[src/rtl/mairpq_pkg.sv]
// Shared constants and types for the multi-arm infrared position qualifier.
`default_nettype none

package mairpq_pkg;

  localparam int COUNT_WIDTH = 16;
  localparam int THR_W       = 16;
  localparam int CMP_W       = (COUNT_WIDTH > THR_W) ? COUNT_WIDTH : THR_W;
  localparam int NUM_POS     = 5;
  localparam int POS_W       = 3;
  localparam int CFG_IDX_W   = 2;
  localparam int CFG_DATA_W  = 16;
  localparam int IN_W        = 14;
  localparam int IN_BYTES_W  = 16;
  localparam int RES_W       = 12;
  localparam int RES_BYTES_W = 16;

  localparam logic [CFG_IDX_W-1:0] CFG_RELEASE_MODE = 2'd0;
  localparam logic [CFG_IDX_W-1:0] CFG_ARM0_THR     = 2'd1;
  localparam logic [CFG_IDX_W-1:0] CFG_SIDE_THR     = 2'd2;

  localparam logic [THR_W-1:0] ARM0_THR_RST = 16'd1250;
  localparam logic [THR_W-1:0] SIDE_THR_RST = 16'd750;

  localparam logic [1:0] REL_NONE = 2'd0;
  localparam logic [1:0] REL_ARM0 = 2'd1;
  localparam logic [1:0] REL_ARM1 = 2'd2;
  localparam logic [1:0] REL_ARM2 = 2'd3;

  typedef struct packed {
    logic en;
    logic release_mode;
    logic iclr;
  } arm_ctrl_t;

  typedef struct packed {
    logic             changed;
    logic             released;
    logic [POS_W-1:0] pos_d;
  } arm_stat_t;

endpackage

`default_nettype wire

[src/rtl/mairpq_arm.sv]
// One arm: position counters, threshold qualification and release tracking.
`default_nettype none

module mairpq_arm (
  input  wire logic                                   clk_i,
  input  wire logic                                   rst_ni,
  input  wire mairpq_pkg::arm_ctrl_t                  ctrl_i,
  input  wire logic [mairpq_pkg::NUM_POS-1:0]         inc_i,
  input  wire logic [mairpq_pkg::NUM_POS-1:0]         zero_i,
  input  wire logic                                   first_i,
  input  wire logic [mairpq_pkg::THR_W-1:0]           thr_i,
  output mairpq_pkg::arm_stat_t                       stat_o
);

  logic [mairpq_pkg::COUNT_WIDTH-1:0] cnt_q   [mairpq_pkg::NUM_POS];
  logic [mairpq_pkg::COUNT_WIDTH-1:0] cnt_d   [mairpq_pkg::NUM_POS];
  logic [mairpq_pkg::COUNT_WIDTH-1:0] cnt_upd [mairpq_pkg::NUM_POS];
  logic [mairpq_pkg::NUM_POS-1:0]     hit;
  logic [mairpq_pkg::POS_W-1:0]       sel;
  logic [mairpq_pkg::POS_W-1:0]       cur_q, cur_d;
  logic [mairpq_pkg::POS_W-1:0]       rep_q, rep_d;
  logic                               thr_zero;
  logic                               changed;
  logic                               released;

  always_comb begin
    logic [mairpq_pkg::COUNT_WIDTH-1:0] base;
    base = '0;
    for (int p = 0; p < mairpq_pkg::NUM_POS; p++) begin
      base = ctrl_i.iclr ? '0 : cnt_q[p];
      if (inc_i[p]) begin
        cnt_upd[p] = (base == {mairpq_pkg::COUNT_WIDTH{1'b1}}) ? base : base + 1'b1;
      end else if (zero_i[p]) begin
        cnt_upd[p] = '0;
      end else begin
        cnt_upd[p] = base;
      end
      hit[p] = mairpq_pkg::CMP_W'(cnt_upd[p]) >= mairpq_pkg::CMP_W'(thr_i);
    end
  end

  // With a zero threshold every position qualifies and the lowest one is taken last.
  always_comb begin
    thr_zero = (thr_i == '0);
    sel      = '0;
    for (int p = 0; p < mairpq_pkg::NUM_POS; p++) begin
      if (hit[p]) begin
        sel = mairpq_pkg::POS_W'(p);
      end
    end
    if (thr_zero) begin
      sel = '0;
    end
  end

  always_comb begin
    cnt_d    = cnt_q;
    cur_d    = cur_q;
    rep_d    = rep_q;
    changed  = 1'b0;
    released = 1'b0;
    if (ctrl_i.en) begin
      if (ctrl_i.release_mode) begin
        if (cur_q == '0) begin
          if (!first_i) begin
            cur_d = mairpq_pkg::POS_W'(1);
          end
        end else if (cur_q == mairpq_pkg::POS_W'(1)) begin
          if (first_i) begin
            cur_d    = '0;
            released = 1'b1;
            changed  = 1'b1;
          end
        end
      end else begin
        cnt_d = cnt_upd;
        if (|hit) begin
          for (int p = 0; p < mairpq_pkg::NUM_POS; p++) begin
            cnt_d[p] = '0;
          end
          cur_d   = sel;
          rep_d   = sel;
          changed = thr_zero || (rep_q != sel);
        end
      end
    end
  end

  always_ff @(posedge clk_i or negedge rst_ni) begin
    if (!rst_ni) begin
      for (int p = 0; p < mairpq_pkg::NUM_POS; p++) begin
        cnt_q[p] <= '0;
      end
      cur_q <= '0;
      rep_q <= '0;
    end else begin
      cnt_q <= cnt_d;
      cur_q <= cur_d;
      rep_q <= rep_d;
    end
  end

  assign stat_o.changed  = changed;
  assign stat_o.released = released;
  assign stat_o.pos_d    = rep_d;

endmodule

`default_nettype wire

[src/rtl/multi_arm_ir_position_qualifier.sv]
// Top level of the multi-arm infrared position qualifier.
//
// Input stream: each word is one sample of the sensor levels of three arms,
// plus a hold flag and an interval-clear flag. Every accepted word produces
// exactly one result word on the output stream: a change flag, the accepted
// position of each arm and, in free-way mode, the released arm.
// The configuration port writes the mode and the two thresholds; it must be
// written only while no word is in flight; the block itself does not enforce this.
// A sample is captured in an input register; when it advances, all counters,
// comparisons and position updates are done in one step and the result is
// loaded into the output register. One word is accepted every cycle while the
// receiver keeps up.
// When the receiver stalls, the result register holds its word, the input
// register keeps one more sample, and tready drops only when both are full.
// Reset clears all counters and positions, sets free-way mode off and loads
// thresholds of 1250 for arm 0 and 750 for arms 1 and 2.
`default_nettype none

module multi_arm_ir_position_qualifier (
  input  wire logic                                   clk_i,
  input  wire logic                                   rst_ni,
  input  wire logic                                   cfg_we_i,
  input  wire logic [mairpq_pkg::CFG_IDX_W-1:0]       cfg_idx_i,
  input  wire logic [mairpq_pkg::CFG_DATA_W-1:0]      cfg_data_i,
  input  wire logic                                   s_axis_tvalid_i,
  output logic                                        s_axis_tready_o,
  // hold, interval_clear, arm0_bits[1:0], arm1_bits[4:0], arm2_bits[4:0], zero pad.
  input  wire logic [mairpq_pkg::IN_BYTES_W-1:0]      s_axis_tdata_i,
  output logic                                        m_axis_tvalid_o,
  input  wire logic                                   m_axis_tready_i,
  // changed, pos_arm0[2:0], pos_arm1[2:0], pos_arm2[2:0], released_arm[1:0], zero pad.
  output logic [mairpq_pkg::RES_BYTES_W-1:0]          m_axis_tdata_o
);

  logic                               release_mode_q;
  logic [mairpq_pkg::THR_W-1:0]       arm0_thr_q;
  logic [mairpq_pkg::THR_W-1:0]       side_thr_q;
  logic                               in_valid_q;
  logic [mairpq_pkg::IN_W-1:0]        in_data_q;
  logic                               out_valid_q;
  logic [mairpq_pkg::RES_W-1:0]       res_q, res_d;
  logic                               adv;
  logic                               hold;
  logic                               iclr;
  logic [1:0]                         arm0_bits;
  logic [mairpq_pkg::NUM_POS-1:0]     arm1_bits;
  logic [mairpq_pkg::NUM_POS-1:0]     arm2_bits;
  logic [mairpq_pkg::NUM_POS-1:0]     inc0, inc1, inc2;
  logic [mairpq_pkg::NUM_POS-1:0]     zero0;
  logic [1:0]                         rel;
  mairpq_pkg::arm_ctrl_t              ctrl;
  mairpq_pkg::arm_stat_t              stat0, stat1, stat2;

  function automatic logic [mairpq_pkg::NUM_POS-1:0] first_low(
    input logic [mairpq_pkg::NUM_POS-1:0] bits
  );
    logic [mairpq_pkg::NUM_POS-1:0] hot;
    logic                           found;
    hot   = '0;
    found = 1'b0;
    for (int p = 0; p < mairpq_pkg::NUM_POS; p++) begin
      hot[p] = !bits[p] && !found;
      found  = found || !bits[p];
    end
    return hot;
  endfunction

  always_ff @(posedge clk_i or negedge rst_ni) begin
    if (!rst_ni) begin
      release_mode_q <= 1'b0;
      arm0_thr_q     <= mairpq_pkg::ARM0_THR_RST;
      side_thr_q     <= mairpq_pkg::SIDE_THR_RST;
    end else if (cfg_we_i) begin
      case (cfg_idx_i)
        mairpq_pkg::CFG_RELEASE_MODE: release_mode_q <= cfg_data_i[0];
        mairpq_pkg::CFG_ARM0_THR: arm0_thr_q <= cfg_data_i;
        mairpq_pkg::CFG_SIDE_THR: side_thr_q <= cfg_data_i;
        default: ;
      endcase
    end
  end

  assign adv             = in_valid_q && (!out_valid_q || m_axis_tready_i);
  assign s_axis_tready_o = !in_valid_q || adv;

  always_ff @(posedge clk_i or negedge rst_ni) begin
    if (!rst_ni) begin
      in_valid_q  <= 1'b0;
      out_valid_q <= 1'b0;
    end else begin
      if (s_axis_tready_o) begin
        in_valid_q <= s_axis_tvalid_i;
      end
      if (adv) begin
        out_valid_q <= 1'b1;
      end else if (m_axis_tready_i) begin
        out_valid_q <= 1'b0;
      end
    end
  end

  always_ff @(posedge clk_i) begin
    if (s_axis_tready_o && s_axis_tvalid_i) begin
      in_data_q <= s_axis_tdata_i[mairpq_pkg::IN_W-1:0];
    end
    if (adv) begin
      res_q <= res_d;
    end
  end

  assign hold      = in_data_q[0];
  assign iclr      = in_data_q[1];
  assign arm0_bits = in_data_q[3:2];
  assign arm1_bits = in_data_q[8:4];
  assign arm2_bits = in_data_q[13:9];

  assign inc0  = {3'b000, arm0_bits};
  assign zero0 = {3'b000, ~arm0_bits};
  assign inc1  = first_low(arm1_bits);
  assign inc2  = first_low(arm2_bits);

  assign ctrl.en           = adv && !hold;
  assign ctrl.release_mode = release_mode_q;
  assign ctrl.iclr         = iclr;

  mairpq_arm u_arm0 (
    .clk_i   (clk_i),
    .rst_ni  (rst_ni),
    .ctrl_i  (ctrl),
    .inc_i   (inc0),
    .zero_i  (zero0),
    .first_i (arm0_bits[0]),
    .thr_i   (arm0_thr_q),
    .stat_o  (stat0)
  );

  mairpq_arm u_arm1 (
    .clk_i   (clk_i),
    .rst_ni  (rst_ni),
    .ctrl_i  (ctrl),
    .inc_i   (inc1),
    .zero_i  ('0),
    .first_i (arm1_bits[0]),
    .thr_i   (side_thr_q),
    .stat_o  (stat1)
  );

  mairpq_arm u_arm2 (
    .clk_i   (clk_i),
    .rst_ni  (rst_ni),
    .ctrl_i  (ctrl),
    .inc_i   (inc2),
    .zero_i  ('0),
    .first_i (arm2_bits[0]),
    .thr_i   (side_thr_q),
    .stat_o  (stat2)
  );

  always_comb begin
    if (stat2.released) begin
      rel = mairpq_pkg::REL_ARM2;
    end else if (stat1.released) begin
      rel = mairpq_pkg::REL_ARM1;
    end else if (stat0.released) begin
      rel = mairpq_pkg::REL_ARM0;
    end else begin
      rel = mairpq_pkg::REL_NONE;
    end
  end

  assign res_d = {rel, stat2.pos_d, stat1.pos_d, stat0.pos_d,
                  stat0.changed || stat1.changed || stat2.changed};

  assign m_axis_tvalid_o = out_valid_q;
  assign m_axis_tdata_o  = {{(mairpq_pkg::RES_BYTES_W - mairpq_pkg::RES_W){1'b0}}, res_q};

  // A held sample never reports a change or a release.
  a_hold_quiet: assert property (@(posedge clk_i) disable iff (!rst_ni)
    (adv && hold) |=> (res_q[0] == 1'b0 && res_q[11:10] == mairpq_pkg::REL_NONE))
    else $error("held sample reported a change");

  // Counted mode never reports a release.
  a_counted_no_rel: assert property (@(posedge clk_i) disable iff (!rst_ni)
    (adv && !release_mode_q) |=> (res_q[11:10] == mairpq_pkg::REL_NONE))
    else $error("release reported in counted mode");

  // A release always comes with the change flag.
  a_rel_changed: assert property (@(posedge clk_i) disable iff (!rst_ni)
    (adv && rel != mairpq_pkg::REL_NONE) |-> res_d[0])
    else $error("release without change flag");

  // Input backpressure only while both registers are full and the output stalls.
  a_ready_low: assert property (@(posedge clk_i) disable iff (!rst_ni)
    !s_axis_tready_o |-> (in_valid_q && out_valid_q && !m_axis_tready_i))
    else $error("input stalled without output backpressure");

endmodule

`default_nettype wire

[config.mk]
export PLATFORM = sky130hd
export DESIGN_NAME = multi_arm_ir_position_qualifier
export DESIGN_NICKNAME = d
export VERILOG_FILES = /design/src/rtl/mairpq_pkg.sv /design/src/rtl/mairpq_arm.sv /design/src/rtl/multi_arm_ir_position_qualifier.sv
export SDC_FILE = /design/constraint.sdc
export NUM_CORES = 1
export LEC_CHECK = 0
export BUFFER_PORTS_ARGS = -buffer_cell sky130_fd_sc_hd__buf_2
export CORE_MARGIN = 2
export CORE_UTILIZATION = 64
export DETAILED_ROUTE_END_ITERATION = 8
export PLACE_DENSITY_LB_ADDON = 0.1
export SETUP_SLACK_MARGIN = 0.02
export SLEW_MARGIN = 20
export SYNTH_ARGS = -nofsm -noshare
export SYNTH_HDL_FRONTEND = slang
export SYNTH_SLANG_ARGS = --single-unit
[constraint.sdc]
create_clock -name clk_i -period 6.25 [get_ports clk_i]
set_clock_uncertainty 0.05 [all_clocks]
set_input_delay 1.25 -clock clk_i [delete_from_list [all_inputs] [get_ports clk_i]]
set_output_delay 1.25 -clock clk_i [all_outputs]
set_load 0.1 [all_outputs]
==> key figures <==
Status
  • Status: finished clean

Critical path
  • Endpoint class of the critical path: flop
  • Crit Path Class: flop to flop
  • Crit start category: flop
  • Crit path to: u_arm2.cnt_q[27]
  • Worst EP arrival: around 6.3 ns
  • Reg2reg path depth: 22
  • FF-to-FF setup slack: slightly below 0.4 ns
  • Critical Path Start: in_data_q[1]
  • Reg2reg end: u_arm2.cnt_q[27]
  • Worst Path Max Fanout: 28
  • Crit path required time: around 6.7 ns
  • Worst reg2reg startpoint: in_data_q[1]

Synthesis
  • Async SR Flop Fraction: 91.8%
  • Syn Std Cell Area: approximately 0.023 mm²
  • Most used DFF post-synth: dfrtp_1
  • Count of cell types in the netlist: roughly 110
  • Synth Instances: about 2.5k
  • Syn Area/Cell: between 9 and 10 µm²
  • Synthesis warning total: 0
  • Register area share after synthesis: 35.0%
  • Post-synth EDFFs: 26
  • Number of synthesized register bits: around 320

Clock network
  • CTS buffer count: 38
  • Setup bufs post-CTS: 0
  • Clk root buf: clkbuf_16
  • Htree depth: 2
  • Later-pin clock latency in the skew report: approximately 0.57 ns
  • CTS tree: built
  • Sink Count: 319
  • CTS Buffer Depth: 3
  • Clock Pin Slew Worst Setup and Hold Paths: 0.06 ns

Timing
  • # setup viols final: 0
  • Worst-Margin Slew: roughly 1.1 ns
  • Final Hold Fails: 0
  • Fmax: roughly 170 MHz
  • Fin. max-slew vios: 0
  • Final TNS setup: 0 ns
  • Worst setup margin: between 0.3 and 0.4 ns
  • Post-route minimum period: around 6 ns
  • Slew Limit Headroom: 29.7%
  • RSZ-0062 raised after global routing: no
  • Crit share post-route: 93.8%

Global route
  • Initial antenna violation count: 0
  • Global route overflow: 0
  • First-pass GRT wire length: roughly 100000 µm
  • Vias in the first global route: around 19k
  • GRT Total Usage: about 33%
  • Largest net degree at the start of global routing: around 180

Routing
  • First-pass DRT Iterations: 5
  • Detail Route Antenna Nets: 0
  • Number of remaining DRC errors: 0
  • WL final: 61700 µm
  • Initial DRC Count: around 1.5k
  • Via density: 6.37
  • Wire length per cell: between 20 and 25 µm
  • Via count: slightly below 20k

Die
  • Die Ht: about 200 µm
  • Num ports: 57
  • Core Region: approximately 0.036 mm²
  • Initial Util: around 65%
  • Die Width: between 150 and 200 µm
  • Die Area: 0.0378 mm²
  • Site Rows: 69

Run
  • Max Cap Violations: 0

Layout
  • Share of layout cells above drive strength 1: between 10% and 20%
  • # fillers: between 2k and 3k
  • Most frequent cells in the layout: dfrtp_1 (281), nand2_1 (271), ha_1 (252)
  • Commonest non-fill, non-tap cell in the layout: dfrtp_1
  • Layout area overhead: 8.55%
  • Final Net Count: 2821
  • N_diodes: 0

Pwr
  • Peak supply drop: 0.288 mV
  • Pwr Density: 236 mW/mm²
  • P_leak: about 12 nW

Min path
  • Worst Hold Class: flop to flop
  • Min-delay src: u_arm0.cnt_q[49]

Placement
  • DP Wirelength: 41600 µm
  • Post-Place Worst Slack: a little over 0.4 ns
  • Port-buffer cells: 50
  • Placer Congestion: around 0.87
==> flip-flops by register name, summed over array words and instances, names as in the netlist <==
| register | count |
|---|---|
| u_arm2.rep_q | 3 |
| u_arm2.cur_q | 3 |
| u_arm0.cnt_q | 80 |
| u_arm1.cnt_q | 80 |
| u_arm1.cur_q | 3 |
| arm0_thr_q | 16 |
| u_arm2.cnt_q | 80 |
| m_axis_tvalid_o | 1 |
| u_arm0.cur_q | 3 |
| release_mode_q | 1 |
| u_arm0.rep_q | 3 |
| res_q | 12 |
| in_valid_q | 1 |
| side_thr_q | 16 |
| u_arm1.rep_q | 3 |
| in_data_q | 14 |
==> metal layers <==
layer | routed length, µm | track usage, % | vias up | part of all wire (%)
met3 | 4100 | 5.41 | 124 | 6.7
met4 | 2240 | 13.8 | 0 | 3.6
met2 | 28100 | 52.1 | 631 | 46
li1 | - | - | 9045 | -
met5 | 0 | 0 | - | 0
met1 | 27200 | 44.9 | 9434 | 44
==> how the worst min path moves through the flow <==
| stage | endpoint | slack [ns] | cells past startpoint |
|---|---|---|---|
| 6_report | u_arm0.cnt_q[49] | 0.42 | 2 |
| 5_1_grt | u_arm0.cnt_q[49] | 0.44 | 2 |
| 4_1_cts | u_arm2.cnt_q[16] | 0.42 | 2 |
| 3_5_place_dp | u_arm2.cnt_q[16] | 0.41 | 2 |
| 3_3_place_gp | u_arm2.cnt_q[16] | 0.40 | 2 |
| 2_1_floorplan | u_arm0.cnt_q[64] | 0.39 | 2 |
==> critical path, stage by stage (launching register included) <==
cell       delay [ns]
edfxtp_1         0.60
buf_4            0.27
nor2b_1          0.24
ha_1             0.27
nand4b_4         0.14
nor4_4           0.38
a21oi_2          0.16
and2b_4          0.22
nand3_1          0.10
xor2_1           0.07
nor2_1           0.20
ha_1             0.29
and3_1           0.17
a221o_1          0.36
a22oi_1          0.19
o21a_1           0.34
o2111ai_1        0.21
or2_2            0.53
buf_4            0.31
nor2_2           0.15
buf_6            0.27
nand2_1          0.09
o21ai_0          0.15
==> repair_timing <==
| action | 4_1_cts | 5_1_grt |
|---|---|---|
| hold buffers | 0 | 0 |
| setup endpoints to repair | 0 | 5 |
| resized for setup | 0 | 2 |
==> cell usage after synthesis, types with 69 or more instances <==
| cell type | number | share of area, % |
|---|---|---|
| dfrtp_1 | 281 | 30 |
| and2_1 | 69 | 1.9 |
| nor2_1 | 170 | 2.7 |
| nand2_1 | 272 | 4.4 |
| xnor2_1 | 90 | 3.4 |
| o21ai_0 | 130 | 2.8 |
| a22o_1 | 73 | 2.8 |
| a21oi_1 | 93 | 2.0 |
| inv_1 | 76 | 1.2 |
| nand3_1 | 84 | 1.8 |
| ha_1 | 252 | 14 |
| nor2b_1 | 120 | 3.2 |
==> power by group <==
group	leakage, nW	total [mW]	internal [mW]	switching [mW]
Combinational	6.73	1.23	0.386	0.841
Clock	0.648	2.36	1.41	0.946
Sequential	4.23	2.37	2.24	0.127
Total	11.6	5.95	4.04	1.91
==> stage by stage <==
stage | util [%] | std cells | area, µm² | power (mW) | hold slack [ns]
finish | 70.7 | 3020 | 25200 | 5.95 | 0.419
global route | 70.7 | 3020 | 25200 | 6.20 | 0.436
CTS | 70.7 | 3020 | 25200 | 5.96 | 0.421
detailed placement | 67.0 | 2951 | 23900 | 3.60 | 0.408
global placement | 67.0 | 2951 | 23900 | 3.55 | 0.403
floorplan | - | 2514 | 23200 | 3.17 | 0.391
==> layout make-up <==
cell class | instances | area [µm²] | area share, %
timing repair buffer | 83 | 587 | 2.33
inverter | 76 | 285 | 1.13
sequential | 319 | 8130 | 32.2
multi-input combinational | 2012 | 14300 | 56.8
clock buffer | 47 | 1060 | 4.19
tap | 461 | 577 | 2.29
clock inverter | 22 | 258 | 1.02
==> cells by family after synthesis <==
group	Yosys count	synth area share [%]
AO/OA/AOI/OAI	494	15.1
adder cells (fa/ha/maj)	252	13.6
flip-flops	319	35.0
multiplexers	52	2.48
buffers and inverters	183	3.47
XOR/XNOR	154	5.81
AND/OR/NAND/NOR	1056	24.6
other	1	0.0161
(Power assumes the default switching activity.)
